===== src/hw/rtl/debounced_photo_position_counter_core_defines.svh =====
// assertion macros for the position counter core
`ifndef DEBOUNCED_PHOTO_POSITION_COUNTER_CORE_DEFINES_SVH
`define DEBOUNCED_PHOTO_POSITION_COUNTER_CORE_DEFINES_SVH

// same-cycle implication, clocked on clk_i, off during reset
`define DPPC_ASSERT_NOW(label, ante, cons, msg) \
  label: assert property (@(posedge clk_i) disable iff (!rst_ni) (ante) |-> (cons)) \
    else $error(msg);

// next-cycle implication, clocked on clk_i, off during reset
`define DPPC_ASSERT_NEXT(label, ante, cons, msg) \
  label: assert property (@(posedge clk_i) disable iff (!rst_ni) (ante) |=> (cons)) \
    else $error(msg);

`endif


===== src/hw/rtl/dppc_pkg.sv =====
package dppc_pkg;

  localparam int unsigned PosWidth      = 11;
  localparam int unsigned IntervalWidth = 16;
  localparam int unsigned LostWidth     = 16;
  localparam int unsigned FilterWidth   = 8;
  localparam int unsigned ConfirmWidth  = FilterWidth + 1;
  localparam int unsigned MaxCountWidth = 16;
  localparam int unsigned CfgIndexWidth = 2;
  localparam int unsigned CfgDataWidth  = 16;

  localparam logic [PosWidth-1:0]      PosLimit = PosWidth'(2000);
  localparam logic [LostWidth-1:0]     LostMax  = {LostWidth{1'b1}};

  // configuration register indexes
  localparam logic [CfgIndexWidth-1:0] CfgHomeFilter  = 2'd0;
  localparam logic [CfgIndexWidth-1:0] CfgCountFilter = 2'd1;
  localparam logic [CfgIndexWidth-1:0] CfgHoldoff     = 2'd2;
  localparam logic [CfgIndexWidth-1:0] CfgMaxCount    = 2'd3;

  localparam logic [FilterWidth-1:0]   HomeFilterRst  = 8'd5;
  localparam logic [FilterWidth-1:0]   CountFilterRst = 8'd5;
  localparam logic [FilterWidth-1:0]   HoldoffRst     = 8'd10;
  localparam logic [MaxCountWidth-1:0] MaxCountRst    = 16'd2000;

  typedef struct packed {
    logic home_level;
    logic count_level;
    logic system_enable;
  } in_word_t;

  typedef struct packed {
    logic                     report_valid;
    logic [PosWidth-1:0]      position;
    logic [IntervalWidth-1:0] interval;
    logic [LostWidth-1:0]     lost_count;
    logic                     homed;
  } out_word_t;

  typedef struct packed {
    logic                    stable;
    logic                    cand;
    logic [ConfirmWidth-1:0] conf;
  } deb_state_t;

  typedef struct packed {
    deb_state_t st;
    logic       rise;
  } deb_result_t;

  // one debouncer tick: a new level must persist beyond the filter count
  function automatic deb_result_t debounce(input deb_state_t      cur,
                                           input logic            lvl,
                                           input logic [FilterWidth-1:0] filt);
    deb_result_t             res;
    logic                    cand;
    logic [ConfirmWidth-1:0] conf_inc;
    cand     = (cur.stable != lvl && cur.conf == '0) ? lvl : cur.cand;
    conf_inc = cur.conf + ConfirmWidth'(1);
    res.st   = cur;
    res.rise = 1'b0;
    if (cand == lvl && cand != cur.stable) begin
      res.st.cand = cand;
      if (conf_inc > {1'b0, filt}) begin
        res.st.stable = cand;
        res.st.conf   = '0;
        res.rise      = cand;
      end else begin
        res.st.conf = conf_inc;
      end
    end else begin
      res.st.cand = cur.stable;
      res.st.conf = '0;
    end
    return res;
  endfunction

endpackage


===== src/hw/rtl/debounced_photo_position_counter_core.sv =====
// debounced photo position counter core
// input channel: one word per sensor tick (home level, count level, system enable),
//   taken when in_valid_i is high and in_stall_o is low
// output channel: exactly one result word per input word, in order, shown on
//   out_valid_o / out_word_o and taken when out_stall_i is low
// config channel: cfg_valid_i with cfg_index_i / cfg_data_i, always ready;
//   index 0 home filter, 1 count filter, 2 holdoff ticks, 3 max count;
//   write only while no word is in flight
// latency: the result of a word is registered and appears the cycle after it is taken
// throughput: one word per cycle; all debounce, holdoff, position and lost
//   counter updates are done in one cycle of logic feeding the result register
// stall: in_stall_o is high only while a result is held and out_stall_i is high,
//   so a new word is taken in the same cycle the held result leaves
// reset: async active low; debouncers, position, interval, holdoff, lost count
//   and homed are cleared, config returns to 5 / 5 / 10 / 2000, output empty
`include "debounced_photo_position_counter_core_defines.svh"

module debounced_photo_position_counter_core (
  input  logic                                  clk_i,
  input  logic                                  rst_ni,
  input  logic                                  in_valid_i,
  output logic                                  in_stall_o,
  input  dppc_pkg::in_word_t                    in_word_i,
  output logic                                  out_valid_o,
  input  logic                                  out_stall_i,
  output dppc_pkg::out_word_t                   out_word_o,
  input  logic                                  cfg_valid_i,
  output logic                                  cfg_ready_o,
  input  logic [dppc_pkg::CfgIndexWidth-1:0]    cfg_index_i,
  input  logic [dppc_pkg::CfgDataWidth-1:0]     cfg_data_i
);
  import dppc_pkg::*;

  logic [FilterWidth-1:0]   home_filter_q, count_filter_q, holdoff_ticks_q;
  logic [MaxCountWidth-1:0] max_count_q;

  deb_state_t               home_q, home_d, count_q, count_d;
  logic                     homed_q, homed_d;
  logic [PosWidth-1:0]      pos_q, pos_d;
  logic [IntervalWidth-1:0] interval_q, interval_d;
  logic [FilterWidth-1:0]   holdoff_q, holdoff_d;
  logic [LostWidth-1:0]     lost_q, lost_d;

  logic                     out_valid_q;
  out_word_t                out_word_q, out_word_d;

  deb_result_t              home_res, count_res;
  logic                     in_accept, cfg_accept;
  logic                     report;
  logic [IntervalWidth-1:0] interval_inc;

  assign cfg_ready_o = 1'b1;
  assign cfg_accept  = cfg_valid_i && cfg_ready_o;
  assign in_stall_o  = out_valid_q && out_stall_i;
  assign in_accept   = in_valid_i && !in_stall_o;
  assign out_valid_o = out_valid_q;
  assign out_word_o  = out_word_q;

  always_ff @(posedge clk_i or negedge rst_ni) begin
    if (!rst_ni) begin
      home_filter_q   <= HomeFilterRst;
      count_filter_q  <= CountFilterRst;
      holdoff_ticks_q <= HoldoffRst;
      max_count_q     <= MaxCountRst;
    end else if (cfg_accept) begin
      case (cfg_index_i)
        CfgHomeFilter:  home_filter_q   <= cfg_data_i[FilterWidth-1:0];
        CfgCountFilter: count_filter_q  <= cfg_data_i[FilterWidth-1:0];
        CfgHoldoff:     holdoff_ticks_q <= cfg_data_i[FilterWidth-1:0];
        CfgMaxCount:    max_count_q     <= cfg_data_i[MaxCountWidth-1:0];
        default: ;
      endcase
    end
  end

  always_comb begin
    home_res     = debounce(home_q, in_word_i.home_level, home_filter_q);
    count_res    = debounce(count_q, in_word_i.count_level, count_filter_q);
    home_d       = home_res.st;
    count_d      = count_q;
    homed_d      = homed_q;
    pos_d        = pos_q;
    lost_d       = lost_q;
    holdoff_d    = holdoff_q;
    report       = 1'b0;
    interval_inc = interval_q + IntervalWidth'(1);
    interval_d   = interval_inc;

    if (home_res.rise) begin
      homed_d = 1'b1;
      pos_d   = '0;
      lost_d  = '0;
    end

    // count debouncer frozen during holdoff
    if (holdoff_q != '0) begin
      holdoff_d = holdoff_q - FilterWidth'(1);
    end else begin
      count_d = count_res.st;
      if (count_res.rise) begin
        if (pos_d <= PosLimit && homed_d) begin
          pos_d      = pos_d + PosWidth'(1);
          report     = 1'b1;
          interval_d = '0;
          holdoff_d  = holdoff_ticks_q;
        end
        if (MaxCountWidth'(pos_d) > max_count_q && in_word_i.system_enable &&
            lost_d != LostMax) begin
          lost_d = lost_d + LostWidth'(1);
        end
      end
    end

    out_word_d.report_valid = report;
    out_word_d.position     = pos_d;
    out_word_d.interval     = report ? interval_inc : '0;
    out_word_d.lost_count   = lost_d;
    out_word_d.homed        = homed_d;
  end

  always_ff @(posedge clk_i or negedge rst_ni) begin
    if (!rst_ni) begin
      home_q      <= '0;
      count_q     <= '0;
      homed_q     <= 1'b0;
      pos_q       <= '0;
      interval_q  <= '0;
      holdoff_q   <= '0;
      lost_q      <= '0;
      out_valid_q <= 1'b0;
    end else begin
      if (in_accept) begin
        home_q     <= home_d;
        count_q    <= count_d;
        homed_q    <= homed_d;
        pos_q      <= pos_d;
        interval_q <= interval_d;
        holdoff_q  <= holdoff_d;
        lost_q     <= lost_d;
      end
      if (in_accept) begin
        out_valid_q <= 1'b1;
      end else if (!out_stall_i) begin
        out_valid_q <= 1'b0;
      end
    end
  end

  always_ff @(posedge clk_i) begin
    if (in_accept) begin
      out_word_q <= out_word_d;
    end
  end

  `DPPC_ASSERT_NOW(a_report_needs_homed, out_valid_q && out_word_q.report_valid, out_word_q.homed, "report while not homed")
  `DPPC_ASSERT_NOW(a_pos_bounded, out_valid_q, out_word_q.position <= PosLimit + PosWidth'(1), "position beyond limit")
  `DPPC_ASSERT_NOW(a_no_stall_when_empty, !out_valid_q, !in_stall_o, "stall with empty output")
  `DPPC_ASSERT_NEXT(a_report_clears_interval, in_accept && report, interval_q == '0, "interval not cleared after report")
  `DPPC_ASSERT_NEXT(a_report_loads_holdoff, in_accept && report, holdoff_q == $past(holdoff_ticks_q), "holdoff not loaded after report")

endmodule


===== config.mk =====
export PLATFORM = sky130hd
export DESIGN_NAME = debounced_photo_position_counter_core
export DESIGN_NICKNAME = d
export VERILOG_FILES = /design/src/hw/rtl/dppc_pkg.sv /design/src/hw/rtl/debounced_photo_position_counter_core.sv
export VERILOG_INCLUDE_DIRS = /design/src /design/src/hw/rtl
export SDC_FILE = /design/constraint.sdc
export NUM_CORES = 1
export LEC_CHECK = 0
export ABC_CLOCK_PERIOD_IN_PS = 13050
export BUFFER_PORTS_ARGS = -buffer_cell sky130_fd_sc_hd__buf_2
export CAP_MARGIN = 0
export CORE_MARGIN = 2
export CORE_UTILIZATION = 60
export CTS_CLUSTER_DIAMETER = 200
export DETAILED_ROUTE_END_ITERATION = 10
export PLACE_DENSITY = 0.82
export SLEW_MARGIN = 25
export SYNTH_ARGS = -nofsm -noshare
export SYNTH_HDL_FRONTEND = slang
export SYNTH_SLANG_ARGS = --single-unit

===== constraint.sdc =====
create_clock -name clk_i -period 13.05 [get_ports clk_i]
set_input_delay 1.9575 -clock clk_i [delete_from_list [all_inputs] [get_ports clk_i]]
set_output_delay 1.9575 -clock clk_i [all_outputs]
set_load 0.03 [all_outputs]

Word-level counts from Yosys, hierarchy flattened:

Cells that the tools add are included.

* word-level logic and storage cells: 99
* flip-flop bits (word level): 160
* output and inout bits: 48

* multiplexer cells: 32
* $lt $le $gt $ge: 4
* bitwise logic cells: 1
* eq/ne operators: 11
* add/sub/neg operators: 6
* reduce and logical (&&, ||, !) cells: 24

Operators with widths (count)
* $mux W16: 7
* $mux W11: 6
* $add A16 B1 Y16 const B: 2
* $mux W8: 3
* $mux W10: 2
* $add A9 B1 Y9 const B: 2
* $gt A9 B8 Y1: 2
* $logic_not A9 Y1: 2
* $mux W9: 2
* $gt A11 B16 Y1: 1
* $ne A16 B16 Y1 const B: 1
* $mux W1: 12
* $add A11 B1 Y11 const B: 1
* $le A11 B11 Y1 const B: 1
* $reduce_and A2 Y1: 5
* $logic_and A1 B1 Y1: 9
* $reduce_bool A8 Y1: 1
* $sub A8 B1 Y8 const B: 1
* $reduce_and A3 Y1: 2
* $eq A2 B2 Y1 const B: 2
* $ne A1 B1 Y1: 4
* $reduce_and A4 Y1: 1
* $reduce_bool A2 Y1: 2
* $eq A1 B1 Y1: 2
* other kinds (5): 5

Depth between registers and ports, before layout:

Gate-level depths: netlist of run 1.

* depth in word-level cells: 18
* depth in mapped cells: 29

Least setup slack after synthesis of run 1:

No wires, ideal clock.

* path kind: input -> register
* start: in in_word_i[2] in the netlist's numbering
* end: reg out_word_q (netlist bit out_word_o[7]) (data pin)
* data required time: 12.780 ns
* setup slack: 6.318 ns
* arrival time: 6.462 ns
* cell stages on the path: 22
* cells stage by stage: nor3b_1 -> a21bo_2 -> clkbuf_1 -> nand2_1 -> ha_1 -> or3b_2 -> a21oi_1 -> o21a_1 -> clkbuf_1 -> nand4_1 -> or3_1 -> a21oi_1 -> ha_1 -> o21ai_0 -> a2111oi_0 -> o31ai_1 -> a2111oi_4 -> o211ai_1 -> buf_2 -> clkbuf_1 -> o21ai_0 -> a21oi_1

* cells in the longest elaborated chain, start to end: 18
* elaborated cells between the ends (all ways): 25
* classes of those cells: add/sub (2); order compare (2); eq/ne (4); mux (12); reduce/logical (5)

RTL lines
* start: declaration: line debounced_photo_position_counter_core.sv:23 `input dppc_pkg::in_word_t in_word_i,`
* $ne A1 B1 Y1: line dppc_pkg.sv:58 `cand = (cur.stable != lvl && cur.conf == '0) ? lvl : cur.cand;`
* $logic_and A1 B1 Y1: line dppc_pkg.sv:58
* $mux W1: line dppc_pkg.sv:58
* $eq A1 B1 Y1 / $ne A1 B1 Y1 (equally long branches): line dppc_pkg.sv:62 `if (cand == lvl && cand != cur.stable) begin`
* $logic_and A1 B1 Y1: line dppc_pkg.sv:62
* $mux W1 *: line dppc_pkg.sv:62
* $mux W11: line debounced_photo_position_counter_core.sv:89 `if (home_res.rise) begin`
* $le A11 B11 Y1: line debounced_photo_position_counter_core.sv:101 `if (pos_d <= PosLimit && homed_d) begin`
* [2 not listed]
* $mux W11: line debounced_photo_position_counter_core.sv:100 `if (count_res.rise) begin`
* $mux W11: line debounced_photo_position_counter_core.sv:96 `if (holdoff_q != '0) begin`
* $gt A11 B16 Y1: line debounced_photo_position_counter_core.sv:107 `if (MaxCountWidth'(pos_d) > max_count_q && in_word_i.system_enable &&`
* $logic_and A1 B1 Y1 (2 in a row): line debounced_photo_position_counter_core.sv:107
* $mux W16: line debounced_photo_position_counter_core.sv:107
* $mux W16: line debounced_photo_position_counter_core.sv:100
* $mux W16 *: line debounced_photo_position_counter_core.sv:96
* named net lost_d[6]: line debounced_photo_position_counter_core.sv:42 `logic [LostWidth-1:0] lost_q, lost_d;`
* end signal: assignment: line debounced_photo_position_counter_core.sv:151 `out_word_q <= out_word_d;`
* end: declaration: line debounced_photo_position_counter_core.sv:45 `out_word_t out_word_q, out_word_d;`

Mark *: on every way through the listed nets, which the timed path passes. The rest lies on a longest branch. The select of a mux whose other input is x is not followed.
A chain may end at the register's enable or synchronous reset.

Final worst setup path of run 1:

* start: reg home_q[0] in the netlist's numbering
* end: reg out_word_q (netlist bit out_word_o[16]) (data pin)

* cells in the longest elaborated chain, start to end: 18
* elaborated cells between the ends (all ways): 27
* classes of those cells: add/sub (3); order compare (3); eq/ne (3); mux (12); reduce/logical (6)

RTL lines
* start: declaration: line debounced_photo_position_counter_core.sv:37 `deb_state_t home_q, home_d, count_q, count_d;`
* start signal: assignment: line debounced_photo_position_counter_core.sv:133 `home_q <= home_d;`
* parallel branches: the longest is 5 deep, another holds $add A9 B1 Y9
* $mux W1 *: line dppc_pkg.sv:62
* $mux W11: line debounced_photo_position_counter_core.sv:89
* $le A11 B11 Y1: line debounced_photo_position_counter_core.sv:101
* $logic_and A1 B1 Y1: line debounced_photo_position_counter_core.sv:101
* $mux W11: line debounced_photo_position_counter_core.sv:101
* $mux W11: line debounced_photo_position_counter_core.sv:100
* $mux W11: line debounced_photo_position_counter_core.sv:96
* $gt A11 B16 Y1: line debounced_photo_position_counter_core.sv:107
* $logic_and A1 B1 Y1 (2 in a row): line debounced_photo_position_counter_core.sv:107
* $mux W16: line debounced_photo_position_counter_core.sv:107
* $mux W16: line debounced_photo_position_counter_core.sv:100
* $mux W16 *: line debounced_photo_position_counter_core.sv:96
* named net lost_d[15]: line debounced_photo_position_counter_core.sv:42

Mark *: on every way through the listed nets, which the timed path passes. The select of a mux whose other input is x is not followed.

==> results.sh, run 1 <==
export IMPL_status="complete, no violations"
export IMPL_synth_most_common_cell="dfrtp_1"
export IMPL_wl_per_cell_um=16.51
export IMPL_antenna_found_initial=0
export IMPL_hold_buffers=0
export IMPL_min_period_ns=7.056
export IMPL_crit_type="flop to flop"
export IMPL_grt_overflow=0
export IMPL_htreeDepth=4
export IMPL_grt_max_degree=78
export IMPL_clockRootBuffer="clkbuf_16"
export IMPL_area_growth_syn_to_layout_pct=12.09
export IMPL_drt_pass1_iterations=5
export IMPL_ir_drop_mv=0.09298
export IMPL_wl_met1_um=8477
export IMPL_netlist_top_cell_by_area="dfrtp_1"
export IMPL_num_rows=44
export IMPL_final_util=0.6842
export IMPL_setup_viol=0
export IMPL_dieArea_um2=15660
export IMPL_syn_avg_cell_area_um2=9.892
export IMPL_worst_hold_slack_ns=0.5042
export IMPL_syn_inst=890
export IMPL_slew_headroom=0.3766
export IMPL_synthArstFlopShare=0.7188
export IMPL_endpoint_kind="flop"
export IMPL_critPathTopFamily="simple AND/OR/NAND/NOR gates"
export IMPL_maxCapViolations=0
export IMPL_grt_pass1_vias=6628
export IMPL_start_kind="flop"
export IMPL_max_freq_mhz=141.7
export IMPL_place_hpwl_um=12460
export IMPL_finalWirelength_um=18890
export IMPL_fin_crit_sh=0.5407
export IMPL_initial_core_util=0.6103
export IMPL_synth_common_cells="103 x dfrtp_1, 89 x nand2_1, 76 x nor2_1, 54 x o21ai_0, 45 x edfxtp_1"
export IMPL_fin_tns_setup_ns=0
export IMPL_vias=6897
export IMPL_nets=1009
export IMPL_dr_wl_met2_um=8992
export IMPL_placed_area_um2=9313
export IMPL_diodes=0
export IMPL_cp_required_ns=13.34
export IMPL_path_max_fanout=33
export IMPL_synthFlopType="dfrtp_1"
export IMPL_area_sequential_um2=4244
export IMPL_core_area_um2=14420
export IMPL_grt_use_total=0.2473
export IMPL_ys_types=68
export IMPL_cts_tree="yes"
export IMPL_rsz0062_at_grt="no"
export IMPL_synth_area_leaders="dfrtp_1 29%, edfxtp_1 15%, ha_1 5.1%, mux2_2 4.7%, nand2_1 3.8%"
export IMPL_grt_pass1_wl_um=31600
export IMPL_top_layer_used="met4"
export IMPL_cts_setup_buffers=0
export IMPL_synth_edf_count=45
export IMPL_path_buf_inv=1
export IMPL_seq_area_frac_synth=0.4821
export IMPL_cts_buffers=17
export IMPL_clock_skew_ns=0.008665
export IMPL_hold_viol=0
export IMPL_design_area_um2=9868
export IMPL_p_leak_nw=4.285
export IMPL_routabilityCongestion=0.9068
export IMPL_fillers=1095
export IMPL_synth_warnings=0
export IMPL_route_met3_wl_um=1034
export IMPL_drc=0
export IMPL_synth_top_area_share=0.2928
export IMPL_cts_clk_slew_worst_paths_ns=0.06
export IMPL_drive_gt1_frac=0.1771
export IMPL_worst_path_most_repeated_cell="ha_1"
export IMPL_drv_slew=0
export IMPL_mappedNetlistArea_um2=8803
export IMPL_total_power_mw=1.401
export IMPL_worst_pin_slew_ns=0.9352
export IMPL_drt_iter0_drc=606
export IMPL_clock_latency_ns=0.43
export IMPL_critPathSlowestCell="or4_1"
export IMPL_crit_arrival_ns=7.35
export IMPL_fp_dieW_um=125.1
export IMPL_clock_path_buffers=2
export IMPL_detail_route_antenna_nets=0
export IMPL_cts_repair_resized=0
export IMPL_min_delay_path_class="flop to flop"
export IMPL_multiInputGateArea_um2=4250
export IMPL_synth_seq_cells=160
export IMPL_clock_sinks=160
export IMPL_via_per_inst=6.029
export IMPL_crit_path_max_incr_delay_ns=0.50
export IMPL_power_density_nw_per_um2=141.9
export IMPL_die_h_um=125.1
export IMPL_portBuffers=72
export IMPL_synth_fp_nets=952
export IMPL_ios=74
[sequential cells by signal, summed over array words and instances, names as in the netlist]
| signal | cells |
|---|---|
| pos_q | 11 |
| holdoff_q | 8 |
| count_filter_q | 8 |
| home_q | 11 |
| holdoff_ticks_q | 8 |
| out_word_o | 45 |
| home_filter_q | 8 |
| count_q | 11 |
| homed_q | 1 |
| lost_q | 16 |
| out_valid_o | 1 |
| max_count_q | 16 |
| interval_q | 16 |
[power breakdown]
group          internal, mW  switching (mW)  total [mW]
logic                 0.121           0.171       0.292
clock network         0.279           0.198       0.477
registers             0.583          0.0483       0.632
total                 0.983           0.418        1.40
[metal layers]
metal / track usage / vias to the layer above
li1: - / 3331
met1: 0.3423 / 3330
met2: 0.3932 / 196
met3: 0.05263 / 40
met4: 0.08170 / 0
met5: 0 / -
[layout make-up]
type / count / share of cell area
Clock buffer: 20 / 0.04425
Timing Repair Buffer: 80 / 0.04286
Sequential cell: 160 / 0.4301
Tap cell: 184 / 0.02333
Multi-Input combinational cell: 644 / 0.4307
Inverter: 44 / 0.01674
Clock inverter: 12 / 0.01205
[path summary, 6_finish.rpt]
path	from	to	slack, ns	depth (start not counted)
worst max-delay path	home_q[0]	out_word_o[16]	5.99	26
worst min-delay path	max_count_q[1]	max_count_q[1]	0.50	1
worst max register to register	home_q[0]	out_word_o[16]	5.99	26
worst min register to register	max_count_q[1]	max_count_q[1]	0.50	1
max in group asynchronous	rst_ni	lost_q[5]	10.21	2
min in group asynchronous	rst_ni	holdoff_ticks_q[0]	1.60	1
[placed cells by master, fill, tap and decap left out, types with 13 or more instances in the layout]
master       n
a21oi_1     36
nor3_1      17
buf_2       71
o211ai_1    17
xnor2_1     30
nand3_1     35
mux2_2      37
o21ai_0     54
nand4_1     13
clkbuf_16   17
nand2_1     89
dfrtp_1    103
nor2_1      76
ha_1        36
xor2_1      14
and3_1      19
inv_1       42
edfxtp_1    45
or4_1       15
a22o_1      23
[metrics by stage]
step | std cells | setup WS, ns
final | 1144 | 5.994
after global placement | 1112 | 5.890
after floorplan | 890 | 6.318
after global routing | 1144 | 5.191
after CTS | 1144 | 5.991
after detailed placement | 1112 | 5.671
[cell families (layout without fill, tap and decap cells)]
group,count (synthesis),count (layout),synth area share
multiplexers,39,39,0.04960
buffers and inverters,86,156,0.03766
other,1,1,0.0004260
AND/OR/NAND/NOR,332,332,0.1896
adder cells (fa/ha/maj),36,36,0.05117
XOR/XNOR,44,44,0.04377
flip-flops,160,160,0.4821
AO/OA/AOI/OAI,192,192,0.1457
Power figures use the tool's default switching activity.
==> run 2: changes to the inputs <==
ABC_CLOCK_PERIOD_IN_PS = 6700   (was 13050)
clock period = 6.7 ns   (was 13.05 ns; I/O delays follow)
==> run 2 against run 1 <==
Critical path depth is 2 higher. First-iteration DRC count shrank 4.3%. Setup slack got worse by 5.5 ns. Largest power group unchanged.
==> results.sh, run 2 (synthesis gave the netlist of run 1 again) <==
export IMPL_status="complete, no violations"
export IMPL_grt_overflow=0
export IMPL_dieArea_um2=15660
export IMPL_hold_viol=0
export IMPL_finalWirelength_um=19320
export IMPL_layoutNonFillerInstCount=1151
export IMPL_path_max_fanout=24
export IMPL_area_growth_syn_to_layout_pct=13.46
export IMPL_nets=1016
export IMPL_diodes=0
export IMPL_max_freq_mhz=160.2
export IMPL_multiInputGateArea_um2=4277
export IMPL_rr_worst_depth=28
export IMPL_num_rows=44
export IMPL_detail_route_antenna_nets=0
export IMPL_critPathSlowestCell="or4_1"
export IMPL_fin_crit_sh=0.9317
export IMPL_start_kind="flop"
export IMPL_min_delay_path_class="flop to flop"
export IMPL_grt_use_total=0.2503
export IMPL_critical_path_depth=28
export IMPL_worst_pin_slew_ns=0.9423
export IMPL_fillers=1107
export IMPL_p_leak_nw=4.343
export IMPL_portBuffers=72
export IMPL_wl_per_cell_um=16.78
export IMPL_ios=74
export IMPL_dp_cells=1115
export IMPL_vias=6995
export IMPL_grt_pass1_vias=6634
export IMPL_setup_viol=0
export IMPL_crit_path_max_incr_delay_ns=0.48
export IMPL_worst_slack_ns=0.4574
export IMPL_post_place_ws_ns=0.2396
export IMPL_clockRootBuffer="clkbuf_16"
export IMPL_worst_hold_slack_ns=0.5030
export IMPL_cp_required_ns=7.00
export IMPL_largest_register_ffs=45
export IMPL_grt_pass1_wl_um=32090
export IMPL_placed_area_um2=9328
export IMPL_path_buf_inv=3
export IMPL_drt_iter0_drc=580
export IMPL_antenna_found_initial=0
export IMPL_die_h_um=125.1
export IMPL_maxCapViolations=0
export IMPL_design_area_um2=9988
export IMPL_fp_dieW_um=125.1
export IMPL_drv_slew=0
export IMPL_place_hpwl_um=12600
export IMPL_critPathTopFamily="compound AO/OA/AOI/OAI gates"
export IMPL_final_cell_mix="102 x dfrtp_1, 89 x nand2_1, 74 x nor2_1"
export IMPL_cts_tree="yes"
export IMPL_area_sequential_um2=4245
export IMPL_drive_gt1_frac=0.1934
export IMPL_min_period_ns=6.243
export IMPL_core_area_um2=14420
export IMPL_fin_tns_setup_ns=0
export IMPL_htreeDepth=4
export IMPL_ir_drop_mv=0.1709
export IMPL_clock_latency_ns=0.43
export IMPL_clock_skew_ns=0.009712
export IMPL_grt_max_degree=72
export IMPL_clock_sinks=160
export IMPL_final_util=0.6925
export IMPL_crit_type="flop to flop"
export IMPL_drc=0
export IMPL_cts_buffers=17
export IMPL_power_density_nw_per_um2=279.9
export IMPL_endpoint_kind="flop"
export IMPL_total_power_mw=2.795
export IMPL_cts_clk_slew_worst_paths_ns=0.06
export IMPL_drt_pass1_iterations=5
export IMPL_crit_arrival_ns=6.55
export IMPL_final_common_cell="dfrtp_1"
export IMPL_hold_buffers=0
export IMPL_routabilityCongestion=0.8756
export IMPL_clock_path_buffers=2
export IMPL_via_per_inst=6.077
export IMPL_slew_headroom=0.3695
export IMPL_initial_core_util=0.6103
export IMPL_holdPathStages=1
## run 2: changes by cell type in the layout (fill, tap and decap cells not counted), sizes merged
cell,before,now
clkinv,7,4
buf,80,87
inv,44,48
clkinvlp,3,1
clkbuf,20,21
## run 2: per-layer routing
| metal | share of wire | vias up | track usage | routed length [µm] |
|---|---|---|---|---|
| met2 | 0.48 | 200 | 0.4089 | 9309 |
| li1 | - | 3359 | - | - |
| met5 | 0 | - | 0 | 0 |
| met4 | 0.017 | 0 | 0.08301 | 338 |
| met1 | 0.45 | 3405 | 0.3454 | 8724 |
| met3 | 0.049 | 31 | 0.04022 | 947 |
## run 2: worst reg2reg max path, delay by kind of cell, from the launching register on
family,cells,cell delay (ns)
flip-flops,1,0.42
XOR/XNOR,1,0.16
AO/OA/AOI/OAI,11,2.04
adder cells (fa/ha/maj),4,1.00
buffers and inverters,3,0.67
AND/OR/NAND/NOR,9,1.84
## run 2: layout make-up
| class | instances | area share |
|---|---|---|
| clock inverters | 11 | 0.01240 |
| inverters | 44 | 0.01654 |
| repair buffers | 87 | 0.04760 |
| clock buffers | 21 | 0.04723 |
| flip-flops and latches | 160 | 0.4250 |
| well taps | 184 | 0.02305 |
| multi-input cells | 644 | 0.4282 |
## run 2: power by group
group	switching [mW]	internal, mW	leakage (nW)
Combinational	0.337	0.239	2.16
Clock	0.397	0.583	0.294
Sequential	0.103	1.14	1.89
## run 2: final timing paths
check	startpoint	endpoint	slack (ns)
min	max_count_q[12]	max_count_q[12]	0.50
min reg2reg	max_count_q[12]	max_count_q[12]	0.50
max reg2reg	home_q[0]	out_word_o[16]	0.46
max in group asynchronous	rst_ni	home_q[4]	4.79
max	home_q[0]	out_word_o[16]	0.46
min in group asynchronous	rst_ni	holdoff_ticks_q[0]	0.63
## run 2: timing repair
action,CTS,global route
setup endpoints to repair,0,32
resized for setup,0,10
setup buffers,0,4
